**src/u8dhp_pkg.sv**
```systemverilog
// ----------------------------------------------------------------------------
// u8dhp_pkg
// Shared types, codes and lookup tables for the UTF-8 decoder with HTML
// input preprocessing: byte classes, the automaton transition table and
// the disallowed code point check.
// ----------------------------------------------------------------------------
`default_nettype none

package u8dhp_pkg;

   // Automaton state codes
   localparam logic [3:0] ST_ACCEPT = 4'd0;
   localparam logic [3:0] ST_REJECT = 4'd1;
   localparam logic [3:0] ST_LAST   = 4'd8;

   // Number of byte classes
   localparam logic [3:0] CLASS_COUNT = 4'd12;

   // Error kinds on the result channel
   localparam logic [1:0] ERR_NONE       = 2'd0;
   localparam logic [1:0] ERR_INVALID    = 2'd1;
   localparam logic [1:0] ERR_DISALLOWED = 2'd2;
   localparam logic [1:0] ERR_TRUNCATED  = 2'd3;

   // Code points with a special meaning
   localparam logic [20:0] CP_REPL = 21'h00FFFD;
   localparam logic [20:0] CP_LF   = 21'h00000A;
   localparam logic [20:0] CP_CR   = 21'h00000D;

   // Result slots of one item, in delivery order
   localparam int SLOT_COUNT = 3;
   localparam int SLOT_FIRST = 0;
   localparam int SLOT_RETRY = 1;
   localparam int SLOT_TRUNC = 2;

   // All results that one item causes; mask marks the slots in use
   typedef struct packed {
      logic [SLOT_COUNT-1:0]         mask;
      logic [SLOT_COUNT-1:0][20:0]   cp;
      logic [SLOT_COUNT-1:0][1:0]    err;
   } u8dhp_rec_type;

   // Outcome of a completed code point after preprocessing
   typedef struct packed {
      logic        emit;
      logic [20:0] cp;
      logic [1:0]  err;
      logic        is_cr;
   } u8dhp_finish_type;

   // Next state = TRANS_TABLE[state * 12 + class]
   localparam logic [3:0] TRANS_TABLE [0:107] = '{
      4'd0,4'd1,4'd2,4'd3,4'd5,4'd8,4'd7,4'd1,4'd1,4'd1,4'd4,4'd6,
      4'd1,4'd1,4'd1,4'd1,4'd1,4'd1,4'd1,4'd1,4'd1,4'd1,4'd1,4'd1,
      4'd1,4'd0,4'd1,4'd1,4'd1,4'd1,4'd1,4'd0,4'd1,4'd0,4'd1,4'd1,
      4'd1,4'd2,4'd1,4'd1,4'd1,4'd1,4'd1,4'd2,4'd1,4'd2,4'd1,4'd1,
      4'd1,4'd1,4'd1,4'd1,4'd1,4'd1,4'd1,4'd2,4'd1,4'd1,4'd1,4'd1,
      4'd1,4'd2,4'd1,4'd1,4'd1,4'd1,4'd1,4'd1,4'd1,4'd2,4'd1,4'd1,
      4'd1,4'd1,4'd1,4'd1,4'd1,4'd1,4'd1,4'd3,4'd1,4'd3,4'd1,4'd1,
      4'd1,4'd3,4'd1,4'd1,4'd1,4'd1,4'd1,4'd3,4'd1,4'd3,4'd1,4'd1,
      4'd1,4'd3,4'd1,4'd1,4'd1,4'd1,4'd1,4'd1,4'd1,4'd1,4'd1,4'd1
   };

   // Sort a raw byte into its class
   function automatic logic [3:0] byte_class(input logic [7:0] b);
      logic [3:0] c;
      begin
         if (b < 8'h80)       c = 4'd0;
         else if (b < 8'h90)  c = 4'd1;
         else if (b < 8'hA0)  c = 4'd9;
         else if (b < 8'hC0)  c = 4'd7;
         else if (b < 8'hC2)  c = 4'd8;
         else if (b < 8'hE0)  c = 4'd2;
         else if (b == 8'hE0) c = 4'd10;
         else if (b == 8'hED) c = 4'd4;
         else if (b < 8'hF0)  c = 4'd3;
         else if (b == 8'hF0) c = 4'd11;
         else if (b < 8'hF4)  c = 4'd6;
         else if (b == 8'hF4) c = 4'd5;
         else                 c = 4'd8;
         return c;
      end
   endfunction

   // Look up the transition; unknown states act as reject
   function automatic logic [3:0] next_state(input logic [3:0] s, input logic [3:0] c);
      logic [3:0] row;
      logic [6:0] idx;
      begin
         row = (s > ST_LAST) ? ST_REJECT : s;
         idx = 7'(row) * 7'(CLASS_COUNT) + 7'(c);
         if (c >= CLASS_COUNT) return ST_REJECT;
         return TRANS_TABLE[idx];
      end
   endfunction

   // Controls, C1 codes and noncharacters
   function automatic logic disallowed(input logic [20:0] c);
      begin
         return (c >= 21'h1 && c <= 21'h8) || (c == 21'hB) ||
                (c >= 21'hE && c <= 21'h1F) || (c >= 21'h7F && c <= 21'h9F) ||
                (c >= 21'hFDD0 && c <= 21'hFDEF) ||
                (c[15:0] == 16'hFFFE) || (c[15:0] == 16'hFFFF);
      end
   endfunction

   // Apply newline normalization and replacement to a finished code point
   function automatic u8dhp_finish_type finish_cp(input logic [20:0] c,
                                                  input logic lf_droppable);
      u8dhp_finish_type f;
      begin
         f.emit  = 1'b1;
         f.cp    = c;
         f.err   = ERR_NONE;
         f.is_cr = 1'b0;
         if (c == CP_CR) begin
            f.cp    = CP_LF;
            f.is_cr = 1'b1;
         end else if (c == CP_LF && lf_droppable) begin
            f.emit = 1'b0;
         end else if (disallowed(c)) begin
            f.cp  = CP_REPL;
            f.err = ERR_DISALLOWED;
         end
         return f;
      end
   endfunction

endpackage

`default_nettype wire

```
**src/u8dhp_front.sv**
```systemverilog
// ----------------------------------------------------------------------------
// u8dhp_front
// Accepts one byte per cycle while the queue is not full, steps the decoding
// automaton (a second pass for a byte that breaks a sequence) and pushes the
// item's results as one record into the queue.
// ----------------------------------------------------------------------------
`default_nettype none

module u8dhp_front (
   input  wire logic                    clock,
   input  wire logic                    reset,
   input  wire logic                    req_valid,
   output logic                         req_stall,
   input  wire logic [7:0]              req_in_byte,
   input  wire logic                    req_end_of_input,
   input  wire logic                    q_full,
   output logic                         q_push,
   output u8dhp_pkg::u8dhp_rec_type     q_push_rec
);
   import u8dhp_pkg::*;

   logic [3:0]  state_ff, state_in;
   logic [20:0] acc_ff, acc_in;
   logic        drop_ff, drop_in;

   logic             accept;
   logic [3:0]       cls;
   logic [7:0]       lead_mask;
   logic [20:0]      lead_acc;
   logic [20:0]      acc0;
   logic             was_start;
   logic [3:0]       ns0, ns1;
   logic [3:0]       mid_state;
   logic [20:0]      mid_acc;
   logic             mid_drop;
   u8dhp_finish_type fin0, fin1;
   u8dhp_rec_type    rec;

   // Stall on a full queue only
   assign accept    = req_valid && !q_full;
   assign req_stall = q_full;

   // Classify the byte and compute both candidate accumulators
   always_comb begin
      cls       = byte_class(req_in_byte);
      lead_mask = 8'hFF >> cls;
      lead_acc  = {13'd0, req_in_byte & lead_mask};
      was_start = (state_ff == ST_ACCEPT);
      acc0      = was_start ? lead_acc : {acc_ff[14:0], req_in_byte[5:0]};
      ns0       = next_state(state_ff, cls);
      ns1       = next_state(ST_ACCEPT, cls);
      fin0      = finish_cp(acc0, drop_ff && was_start);
      fin1      = finish_cp(lead_acc, drop_ff);
   end

   // Step the automaton and collect the results of this byte
   always_comb begin
      rec       = '0;
      mid_state = state_ff;
      mid_acc   = acc_ff;
      mid_drop  = 1'b0;
      if (ns0 == ST_ACCEPT) begin
         mid_state                = ST_ACCEPT;
         mid_acc                  = acc0;
         mid_drop                 = fin0.is_cr;
         rec.mask[SLOT_FIRST]     = fin0.emit;
         rec.cp[SLOT_FIRST]       = fin0.cp;
         rec.err[SLOT_FIRST]      = fin0.err;
      end else if (ns0 == ST_REJECT) begin
         mid_state                = ST_ACCEPT;
         mid_acc                  = '0;
         rec.mask[SLOT_FIRST]     = 1'b1;
         rec.cp[SLOT_FIRST]       = CP_REPL;
         rec.err[SLOT_FIRST]      = ERR_INVALID;
         // Redecode a rejected continuation byte as a new start
         if (!was_start) begin
            if (ns1 == ST_ACCEPT) begin
               mid_acc              = lead_acc;
               mid_drop             = fin1.is_cr;
               rec.mask[SLOT_RETRY] = fin1.emit;
               rec.cp[SLOT_RETRY]   = fin1.cp;
               rec.err[SLOT_RETRY]  = fin1.err;
            end else if (ns1 == ST_REJECT) begin
               rec.mask[SLOT_RETRY] = 1'b1;
               rec.cp[SLOT_RETRY]   = CP_REPL;
               rec.err[SLOT_RETRY]  = ERR_INVALID;
            end else begin
               mid_state            = ns1;
               mid_acc              = lead_acc;
            end
         end
      end else begin
         mid_state = ns0;
         mid_acc   = acc0;
      end
      // Flag a sequence left open at end of stream
      if (req_end_of_input && mid_state != ST_ACCEPT) begin
         rec.mask[SLOT_TRUNC] = 1'b1;
         rec.cp[SLOT_TRUNC]   = CP_REPL;
         rec.err[SLOT_TRUNC]  = ERR_TRUNCATED;
      end
   end

   // Advance state on accept; restart the stream after its last byte
   always_comb begin
      state_in = state_ff;
      acc_in   = acc_ff;
      drop_in  = drop_ff;
      if (accept) begin
         if (req_end_of_input) begin
            state_in = ST_ACCEPT;
            acc_in   = '0;
            drop_in  = 1'b0;
         end else begin
            state_in = mid_state;
            acc_in   = mid_acc;
            drop_in  = mid_drop;
         end
      end
   end

   always_ff @(posedge clock) begin
      if (reset) begin
         state_ff <= ST_ACCEPT;
         acc_ff   <= '0;
         drop_ff  <= 1'b0;
      end else begin
         state_ff <= state_in;
         acc_ff   <= acc_in;
         drop_ff  <= drop_in;
      end
   end

   // Push only items that cause at least one result
   assign q_push     = accept && (rec.mask != '0);
   assign q_push_rec = rec;

   a_no_reject_held: assert property (@(posedge clock) disable iff (reset)
      state_ff != ST_REJECT)
      else $error("reject state held");

   a_cr_leaves_accept: assert property (@(posedge clock) disable iff (reset)
      drop_ff |-> state_ff == ST_ACCEPT)
      else $error("CR flag set inside a sequence");

   a_eoi_restarts: assert property (@(posedge clock) disable iff (reset)
      (accept && req_end_of_input) |=> (state_ff == ST_ACCEPT && !drop_ff && acc_ff == '0))
      else $error("state not restarted after end of input");

endmodule

`default_nettype wire

```
**src/u8dhp_queue.sv**
```systemverilog
// ----------------------------------------------------------------------------
// u8dhp_queue
// Short queue of result records between the decode front and the output
// back, so that either side can stall on its own.
// ----------------------------------------------------------------------------
`default_nettype none

module u8dhp_queue #(
   parameter int DEPTH = 4
) (
   input  wire logic                    clock,
   input  wire logic                    reset,
   input  wire logic                    push,
   input  wire u8dhp_pkg::u8dhp_rec_type push_rec,
   input  wire logic                    pop,
   output logic                         full,
   output logic                         head_valid,
   output u8dhp_pkg::u8dhp_rec_type     head_rec
);
   import u8dhp_pkg::*;

   localparam int PTR_W = (DEPTH > 1) ? $clog2(DEPTH) : 1;
   localparam int CNT_W = $clog2(DEPTH + 1);

   u8dhp_rec_type    entry_ff [DEPTH];
   logic [PTR_W-1:0] wr_ptr_ff, wr_ptr_in;
   logic [PTR_W-1:0] rd_ptr_ff, rd_ptr_in;
   logic [CNT_W-1:0] count_ff, count_in;
   logic             do_pop;

   assign full       = (count_ff == CNT_W'(DEPTH));
   assign head_valid = (count_ff != '0);
   assign head_rec   = entry_ff[rd_ptr_ff];
   assign do_pop     = pop && head_valid;

   // Advance pointers and count
   always_comb begin
      wr_ptr_in = wr_ptr_ff;
      rd_ptr_in = rd_ptr_ff;
      count_in  = count_ff;
      if (push) begin
         wr_ptr_in = (wr_ptr_ff == PTR_W'(DEPTH - 1)) ? '0 : wr_ptr_ff + 1'b1;
      end
      if (do_pop) begin
         rd_ptr_in = (rd_ptr_ff == PTR_W'(DEPTH - 1)) ? '0 : rd_ptr_ff + 1'b1;
      end
      if (push && !do_pop) begin
         count_in = count_ff + 1'b1;
      end else if (do_pop && !push) begin
         count_in = count_ff - 1'b1;
      end
   end

   always_ff @(posedge clock) begin
      if (reset) begin
         wr_ptr_ff <= '0;
         rd_ptr_ff <= '0;
         count_ff  <= '0;
      end else begin
         wr_ptr_ff <= wr_ptr_in;
         rd_ptr_ff <= rd_ptr_in;
         count_ff  <= count_in;
      end
   end

   // Store the record
   always_ff @(posedge clock) begin
      if (push) begin
         entry_ff[wr_ptr_ff] <= push_rec;
      end
   end

   a_count_bound: assert property (@(posedge clock) disable iff (reset)
      count_ff <= CNT_W'(DEPTH))
      else $error("queue count out of range");

   a_no_overflow: assert property (@(posedge clock) disable iff (reset)
      !(push && full))
      else $error("push into full queue");

   a_push_fills: assert property (@(posedge clock) disable iff (reset)
      (push && !do_pop) |=> head_valid)
      else $error("queue empty after push");

endmodule

`default_nettype wire

```
**src/u8dhp_back.sv**
```systemverilog
// ----------------------------------------------------------------------------
// u8dhp_back
// Unrolls the head record into single results, one per cycle while the output
// is not stalled, through the output register; marks each item's last result.
// ----------------------------------------------------------------------------
`default_nettype none

module u8dhp_back (
   input  wire logic                    clock,
   input  wire logic                    reset,
   input  wire logic                    head_valid,
   input  wire u8dhp_pkg::u8dhp_rec_type head_rec,
   output logic                         pop,
   output logic                         rsp_valid,
   input  wire logic                    rsp_stall,
   output logic [20:0]                  rsp_code_point,
   output logic [1:0]                   rsp_error_kind,
   output logic                         rsp_last_of_run
);
   import u8dhp_pkg::*;

   logic [SLOT_COUNT-1:0] done_ff, done_in;
   logic                  valid_ff, valid_in;
   logic [20:0]           cp_ff, cp_in;
   logic [1:0]            err_ff, err_in;
   logic                  last_ff, last_in;

   logic [SLOT_COUNT-1:0] remaining;
   logic [SLOT_COUNT-1:0] sel;
   logic                  is_last;
   logic                  load;
   logic [20:0]           sel_cp;
   logic [1:0]            sel_err;

   // Pick the lowest slot not yet delivered
   always_comb begin
      remaining = head_rec.mask & ~done_ff;
      sel       = remaining & (~remaining + 1'b1);
      is_last   = ((remaining & ~sel) == '0);
      sel_cp    = '0;
      sel_err   = '0;
      for (int i = 0; i < SLOT_COUNT; i++) begin
         if (sel[i]) begin
            sel_cp  = sel_cp | head_rec.cp[i];
            sel_err = sel_err | head_rec.err[i];
         end
      end
   end

   // Load the output register when it is empty or being taken
   assign load = head_valid && (!valid_ff || !rsp_stall);
   assign pop  = load && is_last;

   always_comb begin
      valid_in = valid_ff;
      cp_in    = cp_ff;
      err_in   = err_ff;
      last_in  = last_ff;
      done_in  = done_ff;
      if (load) begin
         valid_in = 1'b1;
         cp_in    = sel_cp;
         err_in   = sel_err;
         last_in  = is_last;
         done_in  = is_last ? '0 : (done_ff | sel);
      end else if (!rsp_stall) begin
         valid_in = 1'b0;
      end
   end

   always_ff @(posedge clock) begin
      if (reset) begin
         valid_ff <= 1'b0;
         done_ff  <= '0;
      end else begin
         valid_ff <= valid_in;
         done_ff  <= done_in;
      end
   end

   // Hold the payload
   always_ff @(posedge clock) begin
      cp_ff   <= cp_in;
      err_ff  <= err_in;
      last_ff <= last_in;
   end

   assign rsp_valid       = valid_ff;
   assign rsp_code_point  = cp_ff;
   assign rsp_error_kind  = err_ff;
   assign rsp_last_of_run = last_ff;

   a_onehot_pick: assert property (@(posedge clock) disable iff (reset)
      (load && head_rec.mask != '0) |-> $onehot(sel))
      else $error("no single slot picked");

   a_done_subset: assert property (@(posedge clock) disable iff (reset)
      head_valid |-> ((done_ff & ~head_rec.mask) == '0))
      else $error("delivered slot outside record");

   a_stall_holds: assert property (@(posedge clock) disable iff (reset)
      (rsp_valid && rsp_stall) |=> (rsp_valid && $stable(rsp_code_point) &&
         $stable(rsp_error_kind) && $stable(rsp_last_of_run)))
      else $error("stalled result changed");

endmodule

`default_nettype wire

```
**src/utf8_decode_html_preprocess_unit.sv**
```systemverilog
// ----------------------------------------------------------------------------
// utf8_decode_html_preprocess_unit
// UTF-8 decoder with HTML newline normalization and code point replacement.
// An accepted byte's first result passes the record queue, then the output
// register. One byte per cycle while the queue is not full; the output
// register delivers one result per cycle while not stalled, and the record
// queue (QUEUE_DEPTH items) absorbs bytes that give more than one result.
// Reset: synchronous; clears automaton state, the CR flag, queue and output.
// ----------------------------------------------------------------------------
`default_nettype none

module utf8_decode_html_preprocess_unit #(
   parameter int QUEUE_DEPTH = 4
) (
   input  wire logic        clock,
   input  wire logic        reset,
   input  wire logic        req_valid,
   output logic             req_stall,
   input  wire logic [7:0]  req_in_byte,
   input  wire logic        req_end_of_input,
   output logic             rsp_valid,
   input  wire logic        rsp_stall,
   output logic [20:0]      rsp_code_point,
   output logic [1:0]       rsp_error_kind,
   output logic             rsp_last_of_run
);
   import u8dhp_pkg::*;

   logic          q_full;
   logic          q_push;
   u8dhp_rec_type q_push_rec;
   logic          q_pop;
   logic          q_head_valid;
   u8dhp_rec_type q_head_rec;

   // Decode bytes into result records
   u8dhp_front u_front (
      .clock            (clock),
      .reset            (reset),
      .req_valid        (req_valid),
      .req_stall        (req_stall),
      .req_in_byte      (req_in_byte),
      .req_end_of_input (req_end_of_input),
      .q_full           (q_full),
      .q_push           (q_push),
      .q_push_rec       (q_push_rec)
   );

   // Buffer records between the two sides
   u8dhp_queue #(
      .DEPTH (QUEUE_DEPTH)
   ) u_queue (
      .clock      (clock),
      .reset      (reset),
      .push       (q_push),
      .push_rec   (q_push_rec),
      .pop        (q_pop),
      .full       (q_full),
      .head_valid (q_head_valid),
      .head_rec   (q_head_rec)
   );

   // Deliver results one at a time
   u8dhp_back u_back (
      .clock           (clock),
      .reset           (reset),
      .head_valid      (q_head_valid),
      .head_rec        (q_head_rec),
      .pop             (q_pop),
      .rsp_valid       (rsp_valid),
      .rsp_stall       (rsp_stall),
      .rsp_code_point  (rsp_code_point),
      .rsp_error_kind  (rsp_error_kind),
      .rsp_last_of_run (rsp_last_of_run)
   );

endmodule

`default_nettype wire
```
**config.mk**
```make
export PLATFORM = sky130hd
export DESIGN_NAME = utf8_decode_html_preprocess_unit
export DESIGN_NICKNAME = d
export VERILOG_FILES = /design/src/u8dhp_pkg.sv /design/src/u8dhp_front.sv /design/src/u8dhp_queue.sv /design/src/u8dhp_back.sv /design/src/utf8_decode_html_preprocess_unit.sv
export SDC_FILE = /design/constraint.sdc
export NUM_CORES = 1
export LEC_CHECK = 0
export ABC_CLOCK_PERIOD_IN_PS = 8000
export BUFFER_PORTS_ARGS = -buffer_cell sky130_fd_sc_hd__buf_2
export CORE_ASPECT_RATIO = 1.2
export CORE_MARGIN = 4
export CORE_UTILIZATION = 55
export CTS_CLUSTER_SIZE = 12
export DETAILED_ROUTE_END_ITERATION = 10
export PLACE_DENSITY = 0.84
export SYNTH_ARGS = -nofsm -noshare
export SYNTH_HDL_FRONTEND = slang
export SYNTH_SLANG_ARGS = --single-unit
```
**constraint.sdc**
```tcl
create_clock -name clock -period 8 [get_ports clock]
set_input_delay 1.6 -clock clock [delete_from_list [all_inputs] [get_ports clock]]
set_output_delay 1.6 -clock clock [all_outputs]
set_load 0.02 [all_outputs]
```
# Word level (Yosys, flattened, before mapping)
# Memory sizes are Yosys's and may differ from the RTL's. A register that Yosys moved wholly into a read port is not among the register bits.
# Index checks and enable logic that the tools add are counted.
[totals]
ff_bits = 55
ramBits = 268
romBits = 1024
in_bits = 13
wordCells = 212
n_memories = 3
[memory_table]
columns = ["memory", "depth", "word_bits", "rd", "rd_ports_with_merged_regs", "wr", "line_no", "rtl"]
rows = [
  ["(name not given)", 128, 4, 1, 0, 0, "u8dhp_pkg.sv:93", "return TRANS_TABLE[idx];"],
  ["(name not given)", 128, 4, 1, 0, 0, "u8dhp_pkg.sv:93", ""],
  ["u_queue.entry_ff", 4, 67, 1, 1, 1, "u8dhp_queue.sv:25", "u8dhp_rec_type entry_ff [DEPTH];"],
]
[classes]
n_addsub = 6
n_mul = 1
order_cmp = 26
n_eq_ne = 18
shift = 1
muxes = 91
n_bitwise = 14
n_reduce_logical = 41
[ops]
columns = ["op", "n"]
rows = [
  ["21-bit 2-to-1 mux", 10],
  ["4-bit 2-to-1 mux", 27],
  ["8-bit less-than comparator (second input constant)", 8],
  ["21-bit by 4-bit equality test with 1-bit output (second input constant)", 3],
  ["15-bit 2-to-1 mux", 4],
  ["23-bit 2-to-1 mux", 2],
  ["42-bit 2-to-1 mux", 1],
  ["21-bit bitwise OR", 2],
  ["18-bit 2-to-1 mux", 2],
  ["16-bit equality test (second input constant)", 2],
  ["8-bit equality test (second input constant)", 4],
  ["16-bit 2-to-1 mux", 2],
  ["2-bit 2-to-1 mux", 15],
  ["8-bit by 4-bit equality test with 1-bit output (second input constant)", 3],
  ["1-bit 2-to-1 mux", 23],
  ["21-bit by 1-bit >= comparator with 1-bit output (second input constant)", 1],
  ["21-bit by 16-bit >= comparator with 1-bit output (second input constant)", 1],
  ["21-bit by 4-bit >= comparator with 1-bit output (second input constant)", 1],
  ["21-bit by 7-bit >= comparator with 1-bit output (second input constant)", 1],
  ["21-bit by 16-bit less-or-equal comparator with 1-bit output (second input constant)", 1],
  ["21-bit by 4-bit less-or-equal comparator with 1-bit output (second input constant)", 1],
  ["21-bit by 5-bit less-or-equal comparator with 1-bit output (second input constant)", 1],
  ["21-bit by 8-bit less-or-equal comparator with 1-bit output (second input constant)", 1],
  ["1-bit logical AND", 18],
  ["other kinds (35)", 64],
]

# Logic depth before layout (Yosys ltp)
# Gate-level depths: netlist of the first run.
[depth]
depth_word = 33
mapped_depth = 23
mapped_depth_nobuf = 21

# By module
# From an unflattened synthesis of the first run, not the netlist that was laid out.
[unflattened]
hier_cells = 972
area_unflattened_um2 = 15493.6
[modules_own_cells]
columns = ["module", "instances", "cells_per_inst", "area_each_um2", "seq_area_each_um2"]
rows = [
  ["u8dhp_queue", 1, 420, 10925.5, 8828.5],
  ["u8dhp_front", 1, 446, 3160.5, 400.4],
  ["u8dhp_back", 1, 106, 1407.6, 800.8],
]

# Worst setup path before layout of the first run
# Ideal clock, no wire load.
[synth_path]
kind = "input to register"
start = "input port req_in_byte[0]"
end = "memory u_queue.entry_ff[0][0] (netlist bit) (enable)"
setup_ns = 0.398
t_arrival_ns = 6.424
required_ns = 7.602
setup_slack_ns = 1.179
path_stages = 17
path_buffers = 2
path_cell_list = "buf_2 -> clkbuf_1 -> nand3b_1 -> a211oi_1 -> o21ai_0 -> inv_1 -> ha_1 -> inv_1 -> fa_1 -> inv_1 -> or4_1 -> a211oi_1 -> nor4_4 -> a32oi_4 -> nor3b_1 -> nor2_1 -> and2_1"
[synth_between]
elab_chain_len = 31
word_cells_on_any_way = 72
classes_between = "add/sub: 1; order compare: 9; eq/ne: 10; shift: 1; mux: 38; bitwise: 3; reduce/logical: 8; memory: 2"
[synth_lines]
columns = ["element", "line_no", "rtl"]
rows = [
  ["start: declaration", "utf8_decode_html_preprocess_unit.sv:19", "input wire logic [7:0] req_in_byte,"],
  ["branches (longest 27 deep; another with 8-bit less-than comparator)", "--", ""],
  ["3-bit nonzero test (*)", "u8dhp_front.sv:135", "assign q_push = accept && (rec.mask != '0);"],
  ["1-bit logical AND (*)", "u8dhp_front.sv:135", ""],
  ["named net q_push", "utf8_decode_html_preprocess_unit.sv:30", "logic q_push;"],
  ["1-bit 2-to-1 mux (*)", "u8dhp_queue.sv:68", "if (push) begin"],
  ["1-bit 2-to-1 mux (not written as such) (*)", "u8dhp_queue.sv:69", "entry_ff[wr_ptr_ff] <= push_rec;"],
  ["end: declaration", "u8dhp_queue.sv:25", ""],
]
# Mark *: on every way through the listed nets, which the timed path passes. The select of a mux whose other input is x is not followed.

# Worst setup path after layout of the first run
[layout_path]
start = "input port req_in_byte[4]"
end = "register u_queue.count_ff[2]"
[layout_between]
elab_chain_len = 32
word_cells_on_any_way = 75
classes_between = "add/sub: 1; order compare: 9; eq/ne: 10; shift: 1; mux: 37; bitwise: 3; reduce/logical: 12; memory: 2"
[layout_lines]
columns = ["element", "line_no", "rtl"]
rows = [
  ["branches (longest 27 deep; another with 8-bit less-than comparator)", "--", ""],
  ["3-bit nonzero test (*)", "u8dhp_front.sv:135", ""],
  ["1-bit logical AND (*)", "u8dhp_front.sv:135", ""],
  ["named net q_push", "utf8_decode_html_preprocess_unit.sv:30", ""],
  ["1-bit zero test", "u8dhp_queue.sv:49", "end else if (do_pop && !push) begin"],
  ["1-bit logical AND", "u8dhp_queue.sv:49", ""],
  ["2-bit nonzero test (no line)", "--", ""],
  ["end signal: assignment", "u8dhp_queue.sv:62", "count_ff <= count_in;"],
  ["end: declaration", "u8dhp_queue.sv:28", "logic [CNT_W-1:0] count_ff, count_in;"],
]
# Marked as above.
# A chain may end at the register's enable or synchronous reset.

==> results.toml, run 1 <==
[timing]
rsz0062_at_grt = "false"
slew_violations = 0
finalCriticalPeriod_ns = 7.193
finalCritPeriodShare = 0.8992
setup_viol = 0
max_slew_margin = 0.2769
tns_ns = 0
hold-worst-slack_ns = 0.4870
fmax_ghz = 0.1390
worst_pin_slew_ns = 1.075
finClkSkew_ns = 0.009689
hold_violations = 0

[finish]
antenna_cells = 0
drive_gt1_frac = 0.1738
fillCellCount = 1373
fin_nets = 859
fin_util = 0.6110
syn2layout_area_growth_pct = 9.446

[job]
maxCapViolCount = 0

[global_route]
grt_use_total = 0.2309
grt_pass1_vias = 6961
grt_pass1_wl_um = 38450
grt_overflow = 0
antenna_found_initial = 0
grt_max_degree = 38

[floorplan]
die_w_um = 132.0
die-area_um2 = 20700
rows = 54
io_pins = 39
die_y_um = 156.8
core_um2 = 18170
start_util = 0.5583

[logic_synthesis]
synth_most_common_cell = "edfxtp_1"
syn_area_um2 = 10150
ys.warnings.count = 0
ys_async_sr_fraction = 0
synth_edf_count = 172
synth_cell_type_count = 85
yosys.area.top_type = "edfxtp_1"
ys_seq_area_frac = 0.5741
synth_top_area_share = 0.5090
netlist_instances = 805
synth_top_cells_by_count = "edfxtp_1, nor2_1, a21oi_1, nand2_1, mux4_2"
ys.flop_type = "edfxtp_1"
synthTopCellsByArea = "edfxtp_1, mux4_2, dfxtp_1, a21oi_1, nor2_1"
synth_nets = 832
synth_seq_cells = 205
syn_area_per_cell_um2 = 12.61

[route]
wire_per_inst_um = 22.52
ant_nets = 0
viasPerCell = 6.755
wirelength_um = 23960
vias = 7187
route.detailed.drc = 0
dr.first_iter.drc_count = 1069
firstDrtPassIters = 6

[pwr]
intPower_uw = 2235
power_density_nw_per_um2 = 296.2
pwr-share-seq = 0.447
combPwrFrac = 0.296
switching_power_uw = 1054
clkPwrFrac = 0.257
switching_share = 0.3206
p_leak_uw = 0.003771
ir_drop_mv = 0.1376

[clock_tree]
cts_buffer_depth = 3
post_cts_buffers = 0
cts_root_buf = "clkbuf_16"
cts-htree-levels = 1
numCtsBuffers = 21
insertion_delay_ns = 0.48
cts_tree = "done"
cts_resized = 0
clkSinkCount = 205
path_clk_slew_ns = 0.06
ctsHoldBuffers = 0

[run_status]
outcome = "complete, no violations"

[worst_setup_path]
cp.arrival_ns = 7.59
path_class = "primary input to register"
end_kind = "register"
critPathMaxFanout = 18
worstSetupStartpointType = "primary input"
r2r_cells = 19
worstPathRequired_ns = 8.40

[placement]
numPortBuffers = 38
dpl.hpwl_um = 15090
gp_congestion = 0.9528

[worst_hold_path]
min_path_cells = 1
hold_path.class = "register to register"
metal layers:
layer  GRT usage  part of all wire  vias to the layer above
li1            -                 -                     3173
met1      0.3034              0.39                     3505
met2      0.3922              0.49                      413
met3     0.02412             0.070                       96
met4      0.1051             0.049                        0
met5           0                 0                        -
power by group through the flow:
stage / registers [uW] / clock network, uW / logic (uW)
after global placement: 1480 / 0 / 930
after CTS: 1470 / 852 / 969
after global routing: 1490 / 902 / 1060
after detailed placement: 1490 / 0 / 954
final: 1470 / 845 / 973
after floorplan: 1570 / 0 / 607
logic make-up (layout without fill, tap and decap cells):
kind of cell,Yosys count,in the layout,share of synthesized area
and+or+nand+nor,250,250,0.1339
muxes,42,42,0.08718
AOI/OAI and AO/OA,206,206,0.1432
adders and majority gates,14,14,0.01948
DFF,205,205,0.5741
buffers and inverters,78,113,0.03354
xor gates and xnor gates,10,10,0.008631
flip-flops by register name, indices dropped and copies added (netlist names), named ones only:
name                    count
u_front.acc_ff             15
u_queue.entry_ff          148
u_front.drop_ff             1
u_back.done_ff              3
u_back.rsp_error_kind       2
u_back.rsp_valid            1
u_back.rsp_last_of_run      1
u_queue.rd_ptr_ff           2
u_back.rsp_code_point      21
u_queue.count_ff            3
u_queue.wr_ptr_ff           2
u_front.state_ff            4
critical path, cell delays in order:
cell	delay, ns
buf_2	0.32
inv_2	0.19
o41ai_1	0.66
o21ai_0	0.34
inv_1	0.17
ha_1	0.19
inv_1	0.06
fa_1	0.67
inv_1	0.19
a311oi_1	0.25
a2bb2oi_1	0.27
a21o_1	0.18
o311a_1	0.17
o31a_1	0.56
nor3b_1	0.19
nor2_1	0.24
ha_1	0.22
inv_1	0.06
fa_1	0.38
xor2_1	0.17
or3_1	0.30
a21oi_1	0.17
area by class of cell:
cell class              instances  area [um^2]  area share
flip-flops and latches        205         5827      0.5247
multi-input cells             522         4004      0.3605
clock buffers                  30        559.3     0.05036
repair buffers                 52        311.5     0.02805
well taps                     224        280.3     0.02524
inverters                      30        112.6     0.01014
clock inverters                 1        11.26    0.001014
stage by stage:
stage	std cells	instance area, um^2	power [uW]	setup WS (ns)
after floorplan	805	10150	2177	1.179
after global placement	1032	10520	2411	0.7365
after detailed placement	1032	10520	2444	0.4826
after CTS	1063	11090	3294	0.9120
after global routing	1064	11110	3445	0.2834
final	1064	11110	3289	0.8068
cell usage in the layout, fill, tap and decap left out, types with 4 or more instances in the layout:
cell type  synthesis  final
nand2_1           52     52
and3_1             5      5
a32oi_1           10     10
a211oi_1           8      8
ha_1              11     11
dfxtp_1           33     32
o41ai_1            7      7
buf_2              8     38
o31ai_1            4      4
nor3b_1            4      4
or4_1              5      5
nand4_1            7      7
mux4_2            37     37
or3_1              5      5
o21a_1             6      6
buf_4              0     12
nor3_1            21     21
clkbuf_16          0     21
a21oi_1           57     56
o211ai_1           8      8
nor2_1            61     61
mux2i_1            4      4
nand2b_1          14     14
nor2b_1           12     12
o21ai_0           35     35
clkbuf_1          33      9
inv_1             25     25
and2_1            13      9
nand3b_1           4      4
a21o_1             8      8
edfxtp_1         172    172
xnor2_1            5      5
a31oi_1           16     16
xor2_1             5      5
nand3_1           25     25
and2_2             0      4
final timing paths:
| check | slack (ns) | startpoint | endpoint |
|---|---|---|---|
| min | 0.49 | u_back.done_ff[2] | u_back.done_ff[2] |
| max | 0.81 | req_in_byte[4] | u_queue.count_ff[2] |
| min reg2reg | 0.49 | u_back.done_ff[2] | u_back.done_ff[2] |
| max reg2reg | 2.72 | u_front.state_ff[2] | u_queue.count_ff[2] |
Note: power is estimated with default switching activity, not from simulation.
==> inputs of run 2 (changes only) <==
--- a/config.mk
+++ b/config.mk
@@ -12,7 +12,9 @@
 export CORE_UTILIZATION = 55
 export CTS_CLUSTER_SIZE = 12
 export DETAILED_ROUTE_END_ITERATION = 10
+export GPL_TIMING_DRIVEN = 0
 export PLACE_DENSITY = 0.84
+export RECOVER_POWER = 50
 export SYNTH_ARGS = -nofsm -noshare
 export SYNTH_HDL_FRONTEND = slang
 export SYNTH_SLANG_ARGS = --single-unit
==> run 2 against run 1 <==
  * The flow now finishes with violations (max-capacitance violations, max-slew violations)
  * Clock power is 0.5% higher
  * Total power grew 0.32%
  * Count of clock-buffer cells in the layout fell by 2
  * Flip-flop and latch count unchanged
  * Final cell count grew 3.1%
  * Combinational power up 0.8%
  * Setup slack got worse by 0.26 ns
  * Sequential share of layout area fell by 0.28 points
  * First-iteration DRC count decreased by 22%
  * Critical path type unchanged
  * Largest cell class unchanged
==> results.toml, run 2 (synthesis results as in run 1) <==
[timing]
finalCritPeriodShare = 0.9322
fin_ws_ns = 0.5428
finClkSkew_ns = 0.02716
max_slew_margin = -0.04284
finalCriticalPeriod_ns = 7.457
rsz0062_at_grt = "false"
slew_violations = 30
worst_pin_slew_ns = 1.564
fmax_ghz = 0.1341
hold_violations = 0
setup_viol = 0

[finish]
stdcell_count = 1097
mostFrequentLayoutCell = "edfxtp_1"
syn2layout_area_growth_pct = 10.00
drive_gt1_frac = 0.1203
final_cell_mix = "edfxtp_1, clkbuf_1, nor2_1"
fillCellCount = 1404
antenna_cells = 0
fin_nets = 892
regMostFlops = "u_queue.entry_ff"
largest_reg_flops = 148

[pwr]
pwr-share-seq = 0.446
ir_drop_mv = 0.1617
combPwrFrac = 0.297
power_density_nw_per_um2 = 295.6
switching_power_uw = 1076
switching_share = 0.3261
intPower_uw = 2224
clkPwrFrac = 0.257
p_leak_uw = 0.003711

[floorplan]
start_util = 0.5583
io_pins = 39
rows = 54
die_w_um = 132.0
die-area_um2 = 20700
core_um2 = 18170
die_y_um = 156.8

[route]
firstDrtPassIters = 7
vias = 7323
wirelength_um = 24760
route.detailed.drc = 0
ant_nets = 0
viasPerCell = 6.675
wire_per_inst_um = 22.57
dr.first_iter.drc_count = 835

[clock_tree]
cts-htree-levels = 1
cts_root_buf = "clkbuf_16"
numCtsBuffers = 21
clkSinkCount = 205
cts_resized = 0
path_clk_slew_ns = 0.06
insertion_delay_ns = 0.51
ctsHoldBuffers = 0
cts_tree = "done"
cts_buffer_depth = 3
post_cts_buffers = 0

[worst_setup_path]
critPathMaxStageDelay_ns = 0.86
path_class = "primary input to register"
cp.arrival_ns = 7.56
worstPathRequired_ns = 8.10
worstPathCellList = "buf_6 -> inv_1 -> clkbuf_1 -> o41ai_1 -> o21ai_0 -> inv_1 -> ha_1 -> inv_1 -> fa_1 -> inv_1 -> or4_1 -> a211oi_1 -> nor4_4 -> a32oi_4 -> nor3b_1 -> nor2_1 -> and2_0 -> clkbuf_2"
worstSetupStartpointType = "primary input"
timing.critical_path.slowest_stage_cell = "clkbuf_2"
end_kind = "register"
critPathMaxFanout = 35
cp_common_cell = "inv_1"

[global_route]
grt_max_degree = 36
grt_overflow = 0
antenna_found_initial = 0
grt_pass1_wl_um = 39160
grt_pass1_vias = 7201
grt_use_total = 0.2378

[worst_hold_path]
hold_path.class = "register to register"

[placement]
dpl.hpwl_um = 16880
dp_slack_ns = 0.3752
gp_congestion = 0.9795
place_inst = 1066
numPortBuffers = 32

[run_status]
outcome = "complete, but fails checks"
violations = "max-capacitance violations, max-slew violations"

[job]
maxCapViolCount = 1
==> run 2: cell type report <==
class	count	area (um^2)	area share
multi-input cells	522	3969	0.3556
well taps	224	280.3	0.02511
clock inverters	3	22.52	0.002018
flip-flops and latches	205	5826	0.5219
plain buffers	48	219.0	0.01962
inverters	30	112.6	0.01009
repair buffers	37	181.4	0.01625
clock buffers	28	551.8	0.04943
==> run 2: metal layers <==
metal  part of all wire  global-route usage  vias to the layer above
met5                  0                   0                        -
met4              0.048              0.1106                        0
met3              0.075             0.02669                       87
met2               0.50              0.4200                      418
met1               0.38              0.2960                     3565
li1                   -                   -                     3253
==> run 2: worst paths after layout <==
| path | to | cells past startpoint | slack [ns] | startpoint |
|---|---|---|---|---|
| worst min-delay path | u_back.rsp_valid | 2 | 0.49 | u_back.rsp_valid |
| worst max-delay path | u_queue.entry_ff[2][22] | 18 | 0.54 | req_in_byte[4] |
| worst min register to register | u_back.rsp_valid | 2 | 0.49 | u_back.rsp_valid |
| worst max register to register | u_queue.entry_ff[2][22] | 14 | 2.56 | u_front.state_ff[1] |
==> run 2: worst max-delay path, delay by kind of cell <==
kind,cells,cell delay [ns]
AO/OA/AOI/OAI,4,1.82
buffers and inverters,7,1.80
AND/OR/NAND/NOR,5,1.38
adder cells (fa/ha/maj),2,0.91
==> run 2: power groups by stage <==
| stage | registers [uW] | clock network (uW) | logic (uW) |
|---|---|---|---|
| floorplan | 1570 | 0 | 607 |
| finish | 1470 | 849 | 981 |
| CTS | 1470 | 856 | 1020 |
| global route | 1490 | 901 | 1060 |
| detailed placement | 1490 | 0 | 1010 |
| global placement | 1490 | 0 | 951 |
==> run 2: through the flow <==
step | setup TNS, ns | instance area [um^2] | hold WS, ns | utilization | total power [uW]
2_1_floorplan | 0 | 10150 | 0.4434 | - | 2177
3_3_place_gp | -32.46 | 10590 | 0.4535 | 0.5825 | 2437
3_5_place_dp | 0 | 10700 | 0.4832 | 0.5889 | 2496
4_1_cts | 0 | 11280 | 0.5006 | 0.6205 | 3342
5_1_grt | 0 | 11160 | 0.4977 | 0.6141 | 3451
6_report | 0 | 11160 | 0.4912 | 0.6141 | 3300
==> inputs of run 3 (changes only) <==
--- a/config.mk
+++ b/config.mk
@@ -6,7 +6,7 @@
 export NUM_CORES = 1
 export LEC_CHECK = 0
 export ABC_CLOCK_PERIOD_IN_PS = 8000
-export BUFFER_PORTS_ARGS = -buffer_cell sky130_fd_sc_hd__buf_2
+export BUFFER_PORTS_ARGS = -buffer_cell sky130_fd_sc_hd__buf_4
 export CORE_ASPECT_RATIO = 1.2
 export CORE_MARGIN = 4
 export CORE_UTILIZATION = 55
==> run 3 against run 2 <==
  * The flow still finishes with violations (max-capacitance violations, max-slew violations)
  * Clock power increased by 4.0%
  * Clock skew decreased by 0.0040 ns
  * Register-to-register slack got worse by 0.07 ns
  * Largest power group unchanged
  * Highest routed layer unchanged
==> results.toml, run 3 (synthesis results as in run 1) <==
[worst_setup_path]
path_class = "primary input to register"
worstSetupStartpointType = "primary input"
critPathMaxFanout = 10
worstPathRequired_ns = 8.20
end_kind = "register"
cp.arrival_ns = 7.75
r2r_slack_ns = 2.49

[clock_tree]
post_cts_buffers = 0
cts_resized = 0
cts_root_buf = "clkbuf_16"
cts-htree-levels = 1
clkSinkCount = 205
path_clk_slew_ns = 0.06
ctsHoldBuffers = 0
cts_tree = "done"
numCtsBuffers = 21
cts_buffer_depth = 3
insertion_delay_ns = 0.50

[route]
route.detailed.drc = 0
dr.first_iter.drc_count = 822
firstDrtPassIters = 5
wirelength_um = 24350
wire_per_inst_um = 22.17
vias = 7186
ant_nets = 0
viasPerCell = 6.545

[global_route]
grt_pass1_vias = 7016
grt_use_total = 0.2325
grt_pass1_wl_um = 38410
grt_max_degree = 35
antenna_found_initial = 0
grt_overflow = 0

[timing]
hold_violations = 0
max_slew_margin = -0.8751
hold-worst-slack_ns = 0.4836
finClkSkew_ns = 0.02312
setup_viol = 0
rsz0062_at_grt = "false"
slew_violations = 31
finalCritPeriodShare = 0.9443
fmax_ghz = 0.1324
finalCriticalPeriod_ns = 7.555
fin_ws_ns = 0.4453
worst_pin_slew_ns = 2.813
tns_ns = 0

[floorplan]
core_um2 = 18170
io_pins = 39
start_util = 0.5583
rows = 54
die_y_um = 156.8
die_w_um = 132.0
die-area_um2 = 20700

[placement]
gp_congestion = 0.9588
dp_slack_ns = 0.2261
dpl.hpwl_um = 16740
numPortBuffers = 32
place_inst = 1065

[finish]
stdcell_count = 1098
mostFrequentLayoutCell = "edfxtp_1"
drive_gt1_frac = 0.1201
syn2layout_area_growth_pct = 10.49
final_cell_mix = "edfxtp_1, clkbuf_1, nor2_1"
antenna_cells = 0
fin_nets = 891
regMostFlops = "u_queue.entry_ff"
largest_reg_flops = 148

[pwr]
switching_power_uw = 1075
switching_share = 0.3223
total_power_uw = 3337
combPwrFrac = 0.294
power_density_nw_per_um2 = 297.6
ir_drop_mv = 0.1450
pwr-share-seq = 0.442
clkPwrFrac = 0.265
p_leak_uw = 0.003726
intPower_uw = 2261

[run_status]
outcome = "complete, but fails checks"
violations = "max-capacitance violations, max-slew violations"

[job]
maxCapViolCount = 1

[worst_hold_path]
hold_path.class = "register to register"
run 3: power groups by stage:
stage | clock, uW | sequential (uW) | combinational [uW]
after global routing | 934 | 1490 | 1060
after detailed placement | 0 | 1490 | 1030
final | 883 | 1470 | 979
after CTS | 893 | 1470 | 1040
after global placement | 0 | 1490 | 995
after floorplan | 0 | 1570 | 607
run 3: final timing paths:
path	endpoint	depth (start not counted)	from
max reg2reg	u_queue.entry_ff[2][65]	15	u_front.state_ff[1]
min	u_back.rsp_valid	2	u_back.rsp_valid
max	u_queue.entry_ff[2][65]	20	req_in_byte[0]
min reg2reg	u_back.rsp_valid	2	u_back.rsp_valid
run 3: worst max-delay path, cell delays in order:
cell and delay (ns):
buf_2 0.21, clkbuf_1 0.43, nand3b_1 0.14, a211oi_1 0.45, o21ai_0 0.30, inv_1 0.20
ha_1 0.19, inv_1 0.05, fa_1 0.71, inv_1 0.22, a311oi_1 0.25, a2bb2oi_1 0.35
a211oi_1 0.18, nor4_4 0.27, a32o_1 0.36, nand2_1 0.24, inv_1 0.12, clkbuf_1 0.41
nand2_1 0.38, a221oi_1 0.67
run 3: per-layer routing:
metal  up-vias  part of all wire  global-route usage
met4         0             0.027             0.07904
met5         -                 0                   0
li1       3238                 -                   -
met1      3552              0.39              0.3007
met3        60             0.064             0.02219
met2       336              0.52              0.4154
run 3: metrics by stage:
step	cell area, um^2	utilization
final	11210	0.6169
after global routing	11210	0.6169
after CTS	11370	0.6256
after detailed placement	10760	0.5922
after global placement	10670	0.5869
after floorplan	10150	-
run 3: final cells by class:
| cell class | instances | area (um^2) |
|---|---|---|
| Clock inverter | 3 | 47.55 |
| Clock buffer | 30 | 559.3 |
| Buffer | 48 | 219.0 |
| Multi-Input combinational cell | 522 | 3945 |
| Sequential cell | 205 | 5826 |
| Tap cell | 224 | 280.3 |
| Timing Repair Buffer | 36 | 222.7 |
| Fill cell | 1397 | 6963 |
| Inverter | 30 | 112.6 |
